$ cat src/hdl/utf8v_pkg.sv
// utf8v_pkg: shared types and constants for the utf-8 stream validator
// no dependencies; used by utf8v_step, utf8_stream_validator_core and utf8_verdict_checker
`timescale 1ns / 1ps

package utf8v_pkg;

   localparam int unsigned CodeWidth = 21;

   // byte classification masks and patterns
   localparam logic [7:0] AsciiLimit    = 8'h80;
   localparam logic [7:0] Lead2Mask     = 8'he0;
   localparam logic [7:0] Lead2Pattern  = 8'hc0;
   localparam logic [7:0] Lead3Mask     = 8'hf0;
   localparam logic [7:0] Lead3Pattern  = 8'he0;
   localparam logic [7:0] Lead4Mask     = 8'hf8;
   localparam logic [7:0] Lead4Pattern  = 8'hf0;
   localparam logic [7:0] ContMask      = 8'hc0;
   localparam logic [7:0] ContPattern   = 8'h80;
   localparam logic [7:0] ContPayload   = 8'h3f;

   // code point limits
   localparam logic [CodeWidth-1:0] Min2Byte     = 21'h000080;
   localparam logic [CodeWidth-1:0] Min3Byte     = 21'h000800;
   localparam logic [CodeWidth-1:0] Min4Byte     = 21'h010000;
   localparam logic [CodeWidth-1:0] MaxCode      = 21'h10ffff;
   localparam logic [CodeWidth-1:0] SurrogateLow = 21'h00d800;
   localparam logic [CodeWidth-1:0] SurrogateHigh = 21'h00dfff;

   // sequence lengths, counted in continuation bytes
   localparam logic [1:0] SeqNone  = 2'd0;
   localparam logic [1:0] SeqTwo   = 2'd1;
   localparam logic [1:0] SeqThree = 2'd2;
   localparam logic [1:0] SeqFour  = 2'd3;

   typedef struct packed {
      logic [1:0]           pending_count;
      logic [1:0]           sequence_length;
      logic [CodeWidth-1:0] code_accum;
      logic                 error_seen;
   } decode_state_type;

endpackage

$ cat src/hdl/utf8v_step.sv
// utf8v_step: next-state and verdict logic for one byte of the stream
// depends on utf8v_pkg
`timescale 1ns / 1ps

module utf8v_step (
   input  utf8v_pkg::decode_state_type state_cur,
   input  logic [7:0]                  data_byte,
   input  logic                        has_byte,
   input  logic                        last,
   output utf8v_pkg::decode_state_type state_next,
   output logic                        ok
);

   utf8v_pkg::decode_state_type       upd;
   logic [utf8v_pkg::CodeWidth-1:0]   cp;
   logic [1:0]                        pend_dec;
   logic                              bad_cp;

   assign cp       = {state_cur.code_accum[utf8v_pkg::CodeWidth-7:0],
                      data_byte[5:0] & utf8v_pkg::ContPayload[5:0]};
   assign pend_dec = state_cur.pending_count - 2'd1;

   always_comb begin
      bad_cp = ((state_cur.sequence_length == utf8v_pkg::SeqTwo)   && (cp < utf8v_pkg::Min2Byte))
            || ((state_cur.sequence_length == utf8v_pkg::SeqThree) && (cp < utf8v_pkg::Min3Byte))
            || ((state_cur.sequence_length == utf8v_pkg::SeqFour)  && (cp < utf8v_pkg::Min4Byte))
            || (cp > utf8v_pkg::MaxCode)
            || ((cp >= utf8v_pkg::SurrogateLow) && (cp <= utf8v_pkg::SurrogateHigh));
   end

   always_comb begin
      upd = state_cur;
      if (has_byte && !state_cur.error_seen) begin
         if (state_cur.pending_count == 2'd0) begin
            // lead byte
            if (data_byte < utf8v_pkg::AsciiLimit) begin
               if (data_byte == 8'd0) begin
                  upd.error_seen = 1'b1;
               end
            end else if ((data_byte & utf8v_pkg::Lead2Mask) == utf8v_pkg::Lead2Pattern) begin
               upd.sequence_length = utf8v_pkg::SeqTwo;
               upd.pending_count   = utf8v_pkg::SeqTwo;
               upd.code_accum      = {16'd0, data_byte[4:0]};
            end else if ((data_byte & utf8v_pkg::Lead3Mask) == utf8v_pkg::Lead3Pattern) begin
               upd.sequence_length = utf8v_pkg::SeqThree;
               upd.pending_count   = utf8v_pkg::SeqThree;
               upd.code_accum      = {17'd0, data_byte[3:0]};
            end else if ((data_byte & utf8v_pkg::Lead4Mask) == utf8v_pkg::Lead4Pattern) begin
               upd.sequence_length = utf8v_pkg::SeqFour;
               upd.pending_count   = utf8v_pkg::SeqFour;
               upd.code_accum      = {18'd0, data_byte[2:0]};
            end else begin
               upd.error_seen = 1'b1;
            end
         end else begin
            // continuation byte
            if ((data_byte & utf8v_pkg::ContMask) != utf8v_pkg::ContPattern) begin
               upd.error_seen = 1'b1;
            end else begin
               upd.code_accum    = cp;
               upd.pending_count = pend_dec;
               if ((pend_dec == 2'd0) && bad_cp) begin
                  upd.error_seen = 1'b1;
               end
            end
         end
      end
   end

   always_comb begin
      ok         = !upd.error_seen && (upd.pending_count == 2'd0);
      state_next = last ? '0 : upd;
   end

endmodule

$ cat src/hdl/utf8_stream_validator_core.sv
// utf8_stream_validator_core: strict utf-8 checker, at most one byte per transaction
// depends on utf8v_pkg and utf8v_step
//
//   channel | dir | tdata             | tuser        | tlast
//   req     | in  | [7:0] data_byte   | [0] has_byte | last
//   rsp     | out | [0] ok, [7:1] zero| -            | -
//
// one byte is accepted every cycle unless a held last transaction stalls the input;
// the verdict of the transaction marked last passes the input register, then the result register
// reset clears the decode state and both registers; a partial message is dropped
// only a held verdict in the result register stalls the input, and only for a
// transaction that carries last; bytes that produce no verdict keep flowing
`timescale 1ns / 1ps

module utf8_stream_validator_core (
   input  logic       clock,
   input  logic       reset,
   input  logic       req_tvalid,
   output logic       req_tready,
   input  logic [7:0] req_tdata,   // [7:0] data_byte
   input  logic       req_tuser,   // [0] has_byte
   input  logic       req_tlast,
   output logic       rsp_tvalid,
   input  logic       rsp_tready,
   output logic [7:0] rsp_tdata    // [0] ok, [7:1] zero
);

   logic                        in_valid_ff, in_valid_in;
   logic [7:0]                  in_data_ff, in_data_in;
   logic                        in_has_ff, in_has_in;
   logic                        in_last_ff, in_last_in;
   utf8v_pkg::decode_state_type state_ff, state_in;
   logic                        rsp_valid_ff, rsp_valid_in;
   logic                        rsp_ok_ff, rsp_ok_in;

   utf8v_pkg::decode_state_type step_state;
   logic                        step_ok;
   logic                        step_fire;
   logic                        req_fire;

   utf8v_step u_step (
      .state_cur  (state_ff),
      .data_byte  (in_data_ff),
      .has_byte   (in_has_ff),
      .last       (in_last_ff),
      .state_next (step_state),
      .ok         (step_ok)
   );

   // a held item moves on unless it needs the result slot and that is full
   assign step_fire  = in_valid_ff && (!in_last_ff || !rsp_valid_ff || rsp_tready);
   assign req_tready = !in_valid_ff || step_fire;
   assign req_fire   = req_tvalid && req_tready;

   always_comb begin
      in_valid_in = in_valid_ff;
      in_data_in  = in_data_ff;
      in_has_in   = in_has_ff;
      in_last_in  = in_last_ff;
      if (req_fire) begin
         in_valid_in = 1'b1;
         in_data_in  = req_tdata;
         in_has_in   = req_tuser;
         in_last_in  = req_tlast;
      end else if (step_fire) begin
         in_valid_in = 1'b0;
      end
   end

   always_comb begin
      state_in = step_fire ? step_state : state_ff;
   end

   always_comb begin
      rsp_valid_in = rsp_valid_ff;
      rsp_ok_in    = rsp_ok_ff;
      if (step_fire && in_last_ff) begin
         rsp_valid_in = 1'b1;
         rsp_ok_in    = step_ok;
      end else if (rsp_tready) begin
         rsp_valid_in = 1'b0;
      end
   end

   always_ff @(posedge clock) begin
      if (reset) begin
         in_valid_ff  <= 1'b0;
         state_ff     <= '0;
         rsp_valid_ff <= 1'b0;
      end else begin
         in_valid_ff  <= in_valid_in;
         state_ff     <= state_in;
         rsp_valid_ff <= rsp_valid_in;
      end
   end

   always_ff @(posedge clock) begin
      in_data_ff <= in_data_in;
      in_has_ff  <= in_has_in;
      in_last_ff <= in_last_in;
      rsp_ok_ff  <= rsp_ok_in;
   end

   assign rsp_tvalid = rsp_valid_ff;
   assign rsp_tdata  = {7'd0, rsp_ok_ff};

   // continuation count never exceeds the length of the open sequence
   assert property (@(posedge clock) disable iff (reset)
      state_ff.pending_count <= state_ff.sequence_length)
      else $error("pending count above sequence length");

   // end of message always leaves a clean decode state
   assert property (@(posedge clock) disable iff (reset)
      (step_fire && in_last_ff) |=> (state_ff == '0))
      else $error("state not cleared after verdict");

   // the input only stalls behind a held item
   assert property (@(posedge clock) disable iff (reset)
      !req_tready |-> (in_valid_ff && in_last_ff && rsp_valid_ff))
      else $error("input stalled without a blocked verdict");

   // a verdict is loaded exactly when a last item leaves the input register
   assert property (@(posedge clock) disable iff (reset)
      (step_fire && in_last_ff) |=> rsp_valid_ff)
      else $error("verdict lost");

endmodule

$ cat config.mk
export PLATFORM = sky130hd
export DESIGN_NAME = utf8_stream_validator_core
export DESIGN_NICKNAME = d
export VERILOG_FILES = /design/src/hdl/utf8v_pkg.sv /design/src/hdl/utf8v_step.sv /design/src/hdl/utf8_stream_validator_core.sv
export SDC_FILE = /design/constraint.sdc
export NUM_CORES = 1
export LEC_CHECK = 0
export BUFFER_PORTS_ARGS = -buffer_cell sky130_fd_sc_hd__buf_2
export CELL_PAD_IN_SITES_DETAIL_PLACEMENT = 1
export CELL_PAD_IN_SITES_GLOBAL_PLACEMENT = 1
export CORE_MARGIN = 3
export CORE_UTILIZATION = 30
export CTS_CLUSTER_SIZE = 28
export DETAILED_ROUTE_END_ITERATION = 12
export PLACE_DENSITY = 0.55
export SYNTH_ARGS = -nofsm -noshare
export SYNTH_HDL_FRONTEND = slang
export SYNTH_HIERARCHICAL = 1
export SYNTH_SLANG_ARGS = --single-unit
$ cat constraint.sdc
create_clock -name clock -period 1.6 [get_ports clock]
set_input_delay 0.08 -clock clock [delete_from_list [all_inputs] [get_ports clock]]
set_output_delay 0.08 -clock clock [all_outputs]
set_load 0.02 [all_outputs]
# After elaboration in Yosys (flattened, before gate mapping)
# Index checks and enable logic that the tools add are counted.
[op_classes]
mux = 22
n_reduce_logical = 33
add_sub_neg = 1
n_lt_le_gt_ge = 7
n_eq_ne = 11
[ops]
columns = ["op", "n"]
rows = [
  ["25-bit two-way mux", 4],
  ["26-bit two-way mux", 2],
  ["22-bit two-way mux", 1],
  ["21-bit by 16-bit >= comparator with 1-bit output, second input constant", 1],
  ["21-bit greater-than comparator, second input constant", 1],
  ["21-bit by 16-bit less-or-equal comparator with 1-bit output, second input constant", 1],
  ["21-bit by 12-bit less-than comparator with 1-bit output, second input constant", 1],
  ["21-bit by 17-bit less-than comparator with 1-bit output, second input constant", 1],
  ["21-bit by 8-bit less-than comparator with 1-bit output, second input constant", 1],
  ["21-bit two-way mux", 1],
  ["1-bit two-way mux", 11],
  ["1-bit logical AND", 10],
  ["5-bit AND reduction", 2],
  ["8-bit logical NOT", 1],
  ["8-bit less-than comparator, second input constant", 1],
  ["2-bit nonzero test", 4],
  ["1-bit logical OR", 7],
  ["2-bit logical NOT", 3],
  ["2-bit two-way mux", 3],
  ["5-bit equality test, second input constant", 1],
  ["1-bit logical NOT", 5],
  ["5-bit != test, second input constant", 1],
  ["2-bit equality test, second input constant", 2],
  ["4-bit equality test, second input constant", 1],
  ["other kinds (7)", 8],
]
[totals]
reg_bits = 33
inputBits = 14
wordCells = 84
out_inout_bits = 10

# Logic depth before layout (Yosys ltp)
[logic_depth]
word_depth = 13
ltp_mapped = 10
depth_no_buf = 9

# Cells and area by module
# The synthesis kept the hierarchy.
[modules_own_cells]
columns = ["mod", "cells_each", "n_inst", "area_per_inst_um2", "seq_area_each_um2"]
rows = [
  ["utf8_stream_validator_core", 144, 1, 1675.4, 890.9],
  ["utf8v_step", 111, 1, 725.7, 0.0],
]

# Worst setup path after synthesis
# No wires, ideal clock.
[synth_path]
path_kind = "flip-flop to flip-flop"
from = "register state_ff[24] (netlist bit)"
to = "register state_ff[23] (netlist bit)"
n_path_buf = 0
period_less_slack_ps = 1747
arrival_time_ps = 1675
path_stages_with_launch = 10
setup_ps = 72
required_ps = 1528
setup_slack_ps = -147
path_cell_list = "dfxtp_1 -> inv_1 -> ha_1 -> inv_4 -> or3_4 -> a21oi_1 -> nor2_1 -> nor3_2 -> nand2b_1 -> mux2i_1"
[synth_via]
elab_chain_len = 3
[synth_lines]
columns = ["item", "line", "rtl"]
rows = [
  ["start: declaration", "utf8_stream_validator_core.sv:32", "utf8v_pkg::decode_state_type state_ff, state_in;"],
  ["start signal: assignment", "utf8_stream_validator_core.sv:92", "state_ff <= state_in;"],
  ["2-bit logical NOT", "utf8v_step.sv:34", "if (state_cur.pending_count == 2'd0) begin"],
  ["2-bit nonzero test (no source line)", "n/a", ""],
  ["5-bit AND reduction (no source line)", "n/a", ""],
]
# No other way between the ends.
# A chain may end at the register's enable or synchronous reset.

==> flow_summary.toml <==
[drt]
drt-total-wl_mm = 6.16
vias = 1854
first_iter_violations = 57
ant_nets = 0
dr.pass1.iters = 4
drt-wirelength-per-cell_um = 16.9
vias_per_cell = 5.08
drc = 0

[sta]
tightest_slew_ns = 0.569
setup_violations = 21
worst_slack_ns = -0.123
whs_ns = 0.0566
rsz0062_at_grt = "yes"
maxSlewViolCount = 0
relSlewSlack_pct = 62.1
final.min_clock_period_ns = 1.72
finClkSkew_ns = 0.00881
fmax_mhz = 580
hold_viol = 0
period_share_pct = 108

[pwr]
p_leak_nw = 1.12
cellPowerDensity_nw_per_um2 = 688
ir_drop_mv = 0.342

[hold_path]
hold_path_class = "in -> reg"

[placement]
dp_cells = 333
gp_congestion = 0.832
port_buffers = 16
hpwl_mm = 3.81

[yosys]
syn_avg_cell_area_um2 = 9.49
synth_area_um2 = 2080
synthCells = 219
yosysWarnings = 6

[worst_setup_path]
worst-path-buf-inv = 3
cp.arrival_ns = 1.90
path_delay_family = "buffers and inverters"
critPathKind = "reg -> reg"
cp.required_ns = 1.78
cp_max_fo = 6
slowest_delay_ns = 0.39
critPathLaunchType = "flip-flop"
path_common_cell = "buf_6"
crit_slowest_cell = "edfxtp_1"
worstPathCellList = "nand2b_4 -> buf_6 -> a21oi_4 -> buf_6 -> o21ai_4 -> clkbuf_16 -> a22oi_2 -> nor2_1 -> nand2b_1 -> mux2i_1"
setup.worst_path.end_class = "flip-flop"

[cells_and_area]
fin_cells = 365
n_fill_cell = 751
drive_above_1_share_pct = 42.4
nets = 303
final_core_util_pct = 45.7
antenna_cells = 0
syn_to_final_growth_pct = 43.8

[clock_tree]
cts_sinks = 33
cts_root_buffer = "clkbuf_8"
cts_buffer_depth = 2
ctsHtreeMaxLevel = 2
worstSkewPairLatency_ns = 0.29
cts_tree = "yes"
cts_buffers = 5
path_clk_slew_ns = 0.08

[job]
maxCapViolCount = 0

[run_status]
violations = "setup timing"
outcome = "finished with violations"

[floorplan]
die_area_um2 = 7960
fp-row-count = 29
initial_core_util_pct = 31.8
die_w_um = 89.2
pin_count = 24
core_um2 = 6530
die_h_um = 89.2

[grt]
grt_overflow = 0
grt_pass1_vias = 1995
grt_pass1_wl_mm = 10.4
antenna_found_initial = 0
grt_max_degree = 43
track_usage_pct = 17.1
metrics by stage:
stage	worst slack (ns)	cell area, µm²	power (mW)	TNS, ns
floorplan	0.00697	2110	1.10	0
global placement	-0.108	2450	1.17	-0.560
detailed placement	-0.101	2450	1.17	-1.12
CTS	-0.0700	2920	2.07	-0.688
global route	-0.262	2990	2.15	-4.19
finish	-0.123	2990	2.06	-1.65
flip-flops by register name, indices dropped and copies added (netlist names):
| register | cells |
|---|---|
| in_data_ff | 8 |
| rsp_tvalid | 1 |
| in_has_ff | 1 |
| in_valid_ff | 1 |
| in_last_ff | 1 |
| state_ff | 20 |
| rsp_ok_ff | 1 |
layer usage:
layer	track usage (%)	up-vias	part of all wire (%)
met4	5.95	0	2.0
li1	-	907	-
met3	3.04	11	2.0
met2	29.3	27	49
met5	0	-	0
met1	21.6	909	47
report_power, final:
| part | switching (mW) | internal (mW) |
|---|---|---|
| combinational | 0.156 | 0.167 |
| clock | 0.357 | 0.467 |
| sequential | 0.0211 | 0.888 |
timing repair:
action | 4_1_cts | 5_1_grt
hold buffers | 10 | 0
buffers inserted | 8 | 4
cloned | 2 | 0
setup endpoints to repair | 21 | 21
endpoints found under the hold margin | 10 | 0
pin swaps | 17 | 12
resized for setup | 34 | 9
cell usage in the layout (no fill, tap or decap), types with 2 or more instances in the layout:
master	n
a21oi_2	2
buf_6	8
nand2_1	3
a21oi_1	6
nor2_1	18
dfxtp_1	20
dlygate4sd3_1	10
nand3b_1	2
buf_2	16
nor3_1	5
inv_1	2
buf_12	3
nand2b_1	41
conb_1	7
dfxtp_2	2
and2_1	2
nor4_2	3
inv_2	2
o211a_1	2
o22ai_1	3
edfxtp_1	11
a22oi_2	10
mux2i_1	20
nand2_2	2
buf_4	40
clkbuf_8	5
a221oi_2	3
a31oi_1	2
o21ai_2	2
path summary, 6_finish.rpt:
| path | slack [ns] | cells after the start | endpoint | startpoint |
|---|---|---|---|---|
| worst min register to register | 0.54 | 2 | state_ff[11]$_SDFFE_PP0P_ | state_ff[11]$_SDFFE_PP0P_ |
| worst min-delay path | 0.06 | 3 | in_valid_ff$_SDFFE_PP0P_ | req_tvalid |
| worst max register to register | -0.12 | 10 | state_ff[7]$_SDFFE_PP0P_ | in_data_ff[6]$_DFFE_PP_ |
| worst max-delay path | -0.12 | 10 | state_ff[7]$_SDFFE_PP0P_ | in_data_ff[6]$_DFFE_PP_ |
area by class of cell:
cell class | instances | area (µm²) | area share [%]
tap | 77 | 96.3 | 3.22
clock buffer | 5 | 68.8 | 2.30
multi-input combinational | 163 | 1300 | 43.5
sequential | 33 | 773 | 25.9
timing repair buffer | 79 | 683 | 22.9
inverter | 5 | 21.3 | 0.712
clock inverter | 3 | 46.3 | 1.55
worst register-to-register path, stage by stage, from the launching register on:
cell and delay [ns]:
edfxtp_1 0.39, nand2b_4 0.16, buf_6 0.13, a21oi_4 0.22
buf_6 0.14, o21ai_4 0.07, clkbuf_16 0.17, a22oi_2 0.12
nor2_1 0.07, nand2b_1 0.08, mux2i_1 0.06
Note: power is estimated with default switching activity, not from simulation.
